[config.mk]
export PLATFORM = sky130hd
export DESIGN_NAME = vmpi_div
export DESIGN_NICKNAME = d
export VERILOG_FILES = /design/src/vmpi_pkg.sv /design/src/vmpi_div.sv
export SDC_FILE = /design/constraint.sdc
export NUM_CORES = 1
export LEC_CHECK = 0
export ABC_CLOCK_PERIOD_IN_PS = 2250
export BUFFER_PORTS_ARGS = -buffer_cell sky130_fd_sc_hd__buf_4
export CAP_MARGIN = 15
export CORE_ASPECT_RATIO = 0.7
export CORE_MARGIN = 5
export CORE_UTILIZATION = 30
export CTS_BUF_LIST = sky130_fd_sc_hd__clkbuf_4 sky130_fd_sc_hd__clkbuf_8
export CTS_CLUSTER_DIAMETER = 40
export DETAILED_ROUTE_END_ITERATION = 6
export GPL_ROUTABILITY_DRIVEN = 0
export REMOVE_ABC_BUFFERS = 1
export SKIP_CTS_REPAIR_TIMING = 1
export SYNTH_ARGS = -nofsm -noshare
export SYNTH_HDL_FRONTEND = slang
export SYNTH_SLANG_ARGS = --single-unit
[constraint.sdc]
create_clock -name clk_i -period 2.25 [get_ports clk_i]
set_input_delay 0.225 -clock clk_i [delete_from_list [all_inputs] [get_ports clk_i]]
set_output_delay 0.225 -clock clk_i [all_outputs]
set_load 0.05 [all_outputs]
[src/vmpi_pkg.sv]
package vmpi_pkg;

  localparam int MAP_ENTRIES      = 256;
  localparam int POINTS_PER_VOXEL = 20;
  localparam int COORD_BITS       = 24;

  // configuration register widths
  localparam int VS_W   = 16;
  localparam int SPC_W  = 16;
  localparam int MAXP_W = 5;
  localparam int MINP_W = 5;
  localparam int PD_W   = 23;
  localparam int CFG_IDX_W  = 3;
  localparam int CFG_DATA_W = 23;

  localparam int KEY_W   = 16;
  localparam int ENT_W   = $clog2(MAP_ENTRIES);
  localparam int CNT_W   = ENT_W + 1;
  localparam int PT_W    = $clog2(POINTS_PER_VOXEL + 1);
  localparam int PADDR_W = $clog2(MAP_ENTRIES * POINTS_PER_VOXEL);
  localparam int DCNT_W  = $clog2(COORD_BITS + 1);
  localparam int SQ_IN_W = (COORD_BITS > PD_W) ? COORD_BITS : PD_W;
  localparam int SQ_W    = 2 * SQ_IN_W;
  localparam int DIST_W  = SQ_W + 2;
  localparam int BEST_W  = 2 * VS_W + 4;
  localparam int RM_W    = 9;
  localparam int ST_W    = 3;

  // register indexes
  localparam logic [CFG_IDX_W-1:0] CFG_VOXEL_SIZE = 3'd0;
  localparam logic [CFG_IDX_W-1:0] CFG_MIN_SPACE  = 3'd1;
  localparam logic [CFG_IDX_W-1:0] CFG_MAX_POINTS = 3'd2;
  localparam logic [CFG_IDX_W-1:0] CFG_MIN_POINTS = 3'd3;
  localparam logic [CFG_IDX_W-1:0] CFG_PRUNE_DIST = 3'd4;

  // result status codes
  localparam logic [ST_W-1:0] ST_ADDED      = 3'd0;
  localparam logic [ST_W-1:0] ST_NEW        = 3'd1;
  localparam logic [ST_W-1:0] ST_CLOSE      = 3'd2;
  localparam logic [ST_W-1:0] ST_FULL       = 3'd3;
  localparam logic [ST_W-1:0] ST_FEW        = 3'd4;
  localparam logic [ST_W-1:0] ST_TABLE_FULL = 3'd5;
  localparam logic [ST_W-1:0] ST_PRUNED     = 3'd6;

  typedef struct packed {
    logic                         kind;
    logic signed [COORD_BITS-1:0] pos_x;
    logic signed [COORD_BITS-1:0] pos_y;
    logic signed [COORD_BITS-1:0] pos_z;
  } in_t;

  typedef struct packed {
    logic [ST_W-1:0] status;
    logic [RM_W-1:0] removed_count;
  } out_t;

  typedef struct packed {
    logic signed [COORD_BITS-1:0] x;
    logic signed [COORD_BITS-1:0] y;
    logic signed [COORD_BITS-1:0] z;
  } pt_t;

  typedef struct packed {
    logic signed [KEY_W-1:0] x;
    logic signed [KEY_W-1:0] y;
    logic signed [KEY_W-1:0] z;
  } key_t;

  typedef struct packed {
    logic [PT_W-1:0] fill;
    key_t            key;
  } kword_t;

endpackage

[src/vmpi_div.sv]
// Restoring divider, one quotient bit a cycle; truncates toward zero and
// saturates the quotient to a signed key.
module vmpi_div import vmpi_pkg::*; (
  input  logic                         clk_i,
  input  logic                         rst_ni,
  input  logic                         start_i,
  input  logic signed [COORD_BITS-1:0] dvd_i,
  input  logic        [VS_W-1:0]       dvs_i,
  output logic                         done_o,
  output logic signed [KEY_W-1:0]      quot_o
);

  logic                  busy_q;
  logic                  done_q;
  logic                  neg_q;
  logic [DCNT_W-1:0]     cnt_q;
  logic [COORD_BITS-1:0] q_q;
  logic [VS_W-1:0]       rem_q;
  logic [VS_W-1:0]       dvs_q;
  logic [VS_W:0]         rem_sh;
  logic [VS_W:0]         rem_sub;
  logic                  ge;

  assign rem_sh  = {rem_q, q_q[COORD_BITS-1]};
  assign rem_sub = rem_sh - {1'b0, dvs_q};
  assign ge      = (rem_sh >= {1'b0, dvs_q});

  always_ff @(posedge clk_i or negedge rst_ni) begin
    if (!rst_ni) begin
      busy_q <= 1'b0;
      done_q <= 1'b0;
      neg_q  <= 1'b0;
      cnt_q  <= '0;
      q_q    <= '0;
      rem_q  <= '0;
      dvs_q  <= '0;
    end else begin
      done_q <= busy_q && (cnt_q == DCNT_W'(1));
      if (start_i) begin
        busy_q <= 1'b1;
        cnt_q  <= DCNT_W'(COORD_BITS);
        neg_q  <= dvd_i[COORD_BITS-1];
        q_q    <= dvd_i[COORD_BITS-1] ? -dvd_i : dvd_i;
        rem_q  <= '0;
        dvs_q  <= dvs_i;
      end else if (busy_q) begin
        q_q   <= {q_q[COORD_BITS-2:0], ge};
        rem_q <= ge ? rem_sub[VS_W-1:0] : rem_sh[VS_W-1:0];
        cnt_q <= cnt_q - DCNT_W'(1);
        if (cnt_q == DCNT_W'(1)) begin
          busy_q <= 1'b0;
        end
      end
    end
  end

  // saturate magnitude to the signed key range
  always_comb begin
    if (neg_q) begin
      if (q_q > COORD_BITS'(32768)) begin
        quot_o = -KEY_W'(32768);
      end else begin
        quot_o = -q_q[KEY_W-1:0];
      end
    end else begin
      if (q_q > COORD_BITS'(32767)) begin
        quot_o = KEY_W'(32767);
      end else begin
        quot_o = q_q[KEY_W-1:0];
      end
    end
  end

  assign done_o = done_q;

endmodule

* Yosys cells after proc, flatten, opt, wreduce, memory -nomap -nowiden
Index checks and enable logic that the tools add are counted.
** Word-level totals
- Bits in registers :: 64
- Input port bits :: 43
- Output and inout port bits :: 17
- Logic and storage cells :: 31
** Cells by class
- $add $sub $neg :: 4
- Order comparisons :: 3
- Equality and inequality tests :: 1
- Muxes and demuxes :: 14
- Reduce and logical (&&, ||, !) cells :: 2
** Operators with widths (count)
- 16-bit 2-to-1 mux :: 6
- 24-bit 2-to-1 mux :: 3
- 24-bit by 15-bit > comparator with 1-bit output, second input constant :: 1
- 24-bit by 16-bit > comparator with 1-bit output, second input constant :: 1
- 24-bit negation :: 1
- 17-bit by 16-bit greater-or-equal comparator with 1-bit output :: 1
- 16-bit negation :: 1
- 16-bit subtractor :: 1
- 5-bit 2-to-1 mux :: 2
- 5-bit by 1-bit == test with 1-bit output, second input constant :: 1
- 5-bit by 1-bit subtractor with 5-bit output, second input constant :: 1
- 1-bit 2-to-1 mux :: 3
- 2-bit nonzero test :: 1
- 1-bit logical AND :: 1

* Depth between registers and ports, before layout
- Depth after elaboration :: 4
- Gate-level depth with buffers :: 10
- Gate-level depth less buffers :: 9

* Worst setup path after synthesis
OpenSTA, ideal clock, no wires.
- Path kind :: reg2out
- Start point :: reg q_q[0]
- End point :: out quot_o[10]
- Arrival time :: 2.953 ns
- Required time :: 2.025 ns
- Slack :: -0.928 ns
- Cell stages (with the launch flop) :: 10
- Path buffers :: 1
- Cell sequence :: dfrtp_1 > inv_1 > ha_1 > nor3b_1 > nand4_1 > o41ai_2 > nand3_1 > and2_4 > buf_6 > a311oi_1
** On the way
- Longest elaborated chain between the ends :: 3
- Elaborated cells between the ends (all ways) :: 6
- Classes of those cells :: 1 x add/sub; 2 x order compare; 3 x mux
** RTL lines
- from (decl) :: RTL line vmpi_div.sv:17 : logic [COORD_BITS-1:0] q_q;
- from (signal assigned) :: RTL line vmpi_div.sv:43 : q_q <= dvd_i[COORD_BITS-1] ? -dvd_i : dvd_i;
- from (signal assigned) :: RTL line vmpi_div.sv:47 : q_q <= {q_q[COORD_BITS-2:0], ge};
- 24-bit by 15-bit > comparator with 1-bit output, or another cell as far along :: RTL line vmpi_div.sv:66 : if (q_q > COORD_BITS'(32767)) begin
- 16-bit 2-to-1 mux, on equally long branches :: RTL line vmpi_div.sv:66, vmpi_div.sv:60
- 16-bit 2-to-1 mux * :: RTL line vmpi_div.sv:59 : if (neg_q) begin
- to (decl) :: RTL line vmpi_div.sv:10 : output logic signed [KEY_W-1:0] quot_o
Mark *: on every way between the ends. The rest lies on a longest branch, timed or not.

* Worst setup path in the final report
- Start point :: reg q_q[0]
- End point :: out quot_o[15]
Same word-level chain as after synthesis.

==> impl_results.md <==
* Status: finished with violations
* Failing checks: negative setup slack
* Largest net degree at the start of global routing at 72
* CP max FO at 4
* Clock power frac at 32.5%
* CP Cell Sequence: buf_6 > or3_4 > or4_4 > or3_4 > nor3_4 > xnor2_1 > o21a_1 > buf_6
* Residual DRC count at 0
* WS Path Type: flop to primary output
* Slowest-stage cell, CP: or4_4
* Top cell type by total area after synthesis: dfrtp_1
* Hold path startpoint: dvs_i[10]
* Die area at 18,700 sq um
* Total wire length at 15,730 microns
* Setup crit start kind: flop
* Synthesis-stage register bit count at 64
* Die Span Y at 115.9 microns
* Most common cell after layout, fill and taps aside: buf_4
* Proportion of layout cells with a drive suffix above 1 at 40.14%
* IO Port Bufs at 59
* Placed insts at 892
* Hpwl dp at 10,280 microns
* Final setup violation count at 19
* Power Dens Cells at 583.7 nW/um^2
* Setup TNS at -8.417 ns
* Final Core Density at 46.12%
* Number of inserted diodes at 0
* Die Width at 161.3 microns
* Worst EP arrival at 2.69 ns
* Tightest Hold Check Type: input port to flop
* Post-synthesis sequential area ratio at 33.31%
* First-pass GRT wire length at 22,960 microns
* Final hold viol count at 0
* Dpl ws at -0.2902 ns
* CTS tree: built
* WHS Path Cells at 3
* Mapped cell area at 4808 sq um
* Fmax at 0.3429 GHz
* Worst slew margin at 59.63%
* CP endpoint kind: primary output
* Clock Latency Late Sink at 0.36 ns
* CP required at 2.03 ns
* Top post-synthesis cells by area: dfrtp_1 33%, ha_1 5.2%, nand2_1 5.2%
* Inserted Clock Buffers at 9
* Root Driver: clkbuf_8
* Fin crit share at 129.6%
* Buf/Inv on CP at 2
* Switching pwr at 1397 uW
* Most frequent cells in the layout: 142 x buf_4, 63 x dfrtp_1, 59 x nand2_1
* Iter 0 DRT Violations at 413
* Hold EP: dvs_q[10]
* Wire per inst at 16.91 microns
* P_leak at 0.003180 uW
* P&R area growth vs syn at 49.60%
* Core area at 15,600 sq um
* Worst Slack Setup Final at -0.6661 ns
* Post-synthesis cell count at 580
* Max_cap viols at 0
* FP Rows at 38
* GR Overflow Total at 0
* Ports at 60
* DR pass1 iterations at 5
* Slowest stage delay, CP at 0.47 ns
* R2R Path End: rem_q[12]
* Flop2flop setup slack at -0.26 ns
* Final Max Slew Viols at 0
* Starting density of the core at 30.83%
* Post-synth EDFFs at 0
* Global Route Usage Sum at 15.01%
* Clock-pin slew on the worst setup and hold paths at 0.08 ns
* Clock skew at 0.01185 ns
* Initial antenna violation count at 0
* RSZ-0062 raised after global routing: true
* Clock sinks at 64
* Combinational share of power at 35.4%
* FFs w/ async S/R, synth at 100.0%
* Switch share at 33.26%
* Via-per-instance ratio at 5.309
* Crit-path leading delay family: simple AND/OR/NAND/NOR gates
* Prevailing post-synth register cell: dfrtp_1
* Post-route ant nets at 0
* Internal cell power at 2802 uW
* CTS Buffer Depth at 2
* Worst VDD drop at 0.3050 mV
* H-tree depth at 3
* Worst Tran Pin Value at 0.6055 ns
* DR vias at 4,937
* R2R cell count at 9
* Vias in the first global route at 4,616
* Unique masters post-synth at 64
* Sequential group share of total power at 32.1%
* Fillers at 1,488
* Reg2reg start: dvs_q[0]
* Min cycle time layout at 2.916 ns
* Yosys top cell area share at 33.31%
* Final std cells w/o fill at 930
* Avg Cell Area, Syn at 8.290 sq um
* Nets@finish at 789
* Synth warnings at 0
power by group through the flow:
stage	sequential, uW	clock (uW)	combinational (uW)
5_1_grt	1360	1440	1600
6_report	1350	1360	1490
4_1_cts	1330	1390	1180
2_1_floorplan	1380	0	638
3_5_place_dp	1360	0	1180
3_3_place_gp	1350	0	1160
logic make-up (layout without fill, tap and decap cells):
family | after synthesis | in the layout | synth area share [%]
AOI/OAI and AO/OA | 175 | 175 | 24.17
xor gates and xnor gates | 35 | 35 | 6.375
adders and majority gates | 21 | 21 | 5.621
buffers and inverters | 70 | 219 | 5.881
DFF | 64 | 64 | 33.31
muxes | 17 | 17 | 3.669
and+or+nand+nor | 198 | 199 | 20.97
registers in the layout (all words and copies together), names as in the netlist:
| register | flops |
|---|---|
| neg_q | 1 |
| busy_q | 1 |
| q_q | 24 |
| done_o | 1 |
| cnt_q | 5 |
| dvs_q | 16 |
| rem_q | 16 |
per-layer routing:
metal	vias to the layer above	share of wire (%)	GRT usage, %
met5	-	0	0
met4	0	1.3	3.864
met3	20	4.1	3.093
met2	148	46	22.74
met1	2385	49	21.92
li1	2384	-	-
area by class of cell:
cell class	count	area, sq um	area share, %
Clock buffer	10	137.6	1.913
Multi-Input combinational cell	447	3528	49.05
Timing Repair Buffer	172	1428	19.85
Clock inverter	6	130.1	1.809
Tap cell	200	250.2	3.479
Inverter	31	116.4	1.618
Sequential cell	64	1603	22.28
cell usage after synthesis, types with 7 or more instances:
master and count:
mux2i_1 12, xor2_1 19, a311oi_1 15, xnor2_1 16, nor3_1 9, o21ai_0 40
a21o_1 8, buf_1 7, nor2b_1 16, a21oi_1 37, nand3b_1 7, nand2_1 66
o22ai_1 7, a31oi_1 9, dfrtp_1 64, ha_1 20, clkbuf_1 23, nor2_1 54
inv_1 31, nand3_1 8, a211oi_1 17
tightest hold or removal path: cells and delay by family:
family | cells | cell delay, ns
buffers and inverters | 1 | 0.08
AND/OR/NAND/NOR | 1 | 0.04
AO/OA/AOI/OAI | 1 | 0.05
metrics by stage:
step / power (uW) / instance area [sq um] / hold slack (ns)
detailed placement: 2533 / 6052 / 0.2585
floorplan: 2015 / 4642 / -0.07059
global route: 4405 / 7193 / 0.07172
finish: 4199 / 7193 / 0.06993
CTS: 3910 / 6320 / -0.1336
global placement: 2506 / 6052 / 0.2523
worst max-delay path by stage:
stage | from | end | slack, ns | cells after the start
after floorplan | q_q[0] | quot_o[12] | -0.88 | 8
after global placement | q_q[23] | rem_q[12] | -0.19 | 10
after detailed placement | q_q[23] | rem_q[14] | -0.29 | 10
after CTS | q_q[0] | quot_o[3] | -0.65 | 9
after global routing | q_q[1] | quot_o[12] | -0.75 | 9
final | q_q[0] | quot_o[15] | -0.67 | 8
Power figures use the tool's default switching activity.
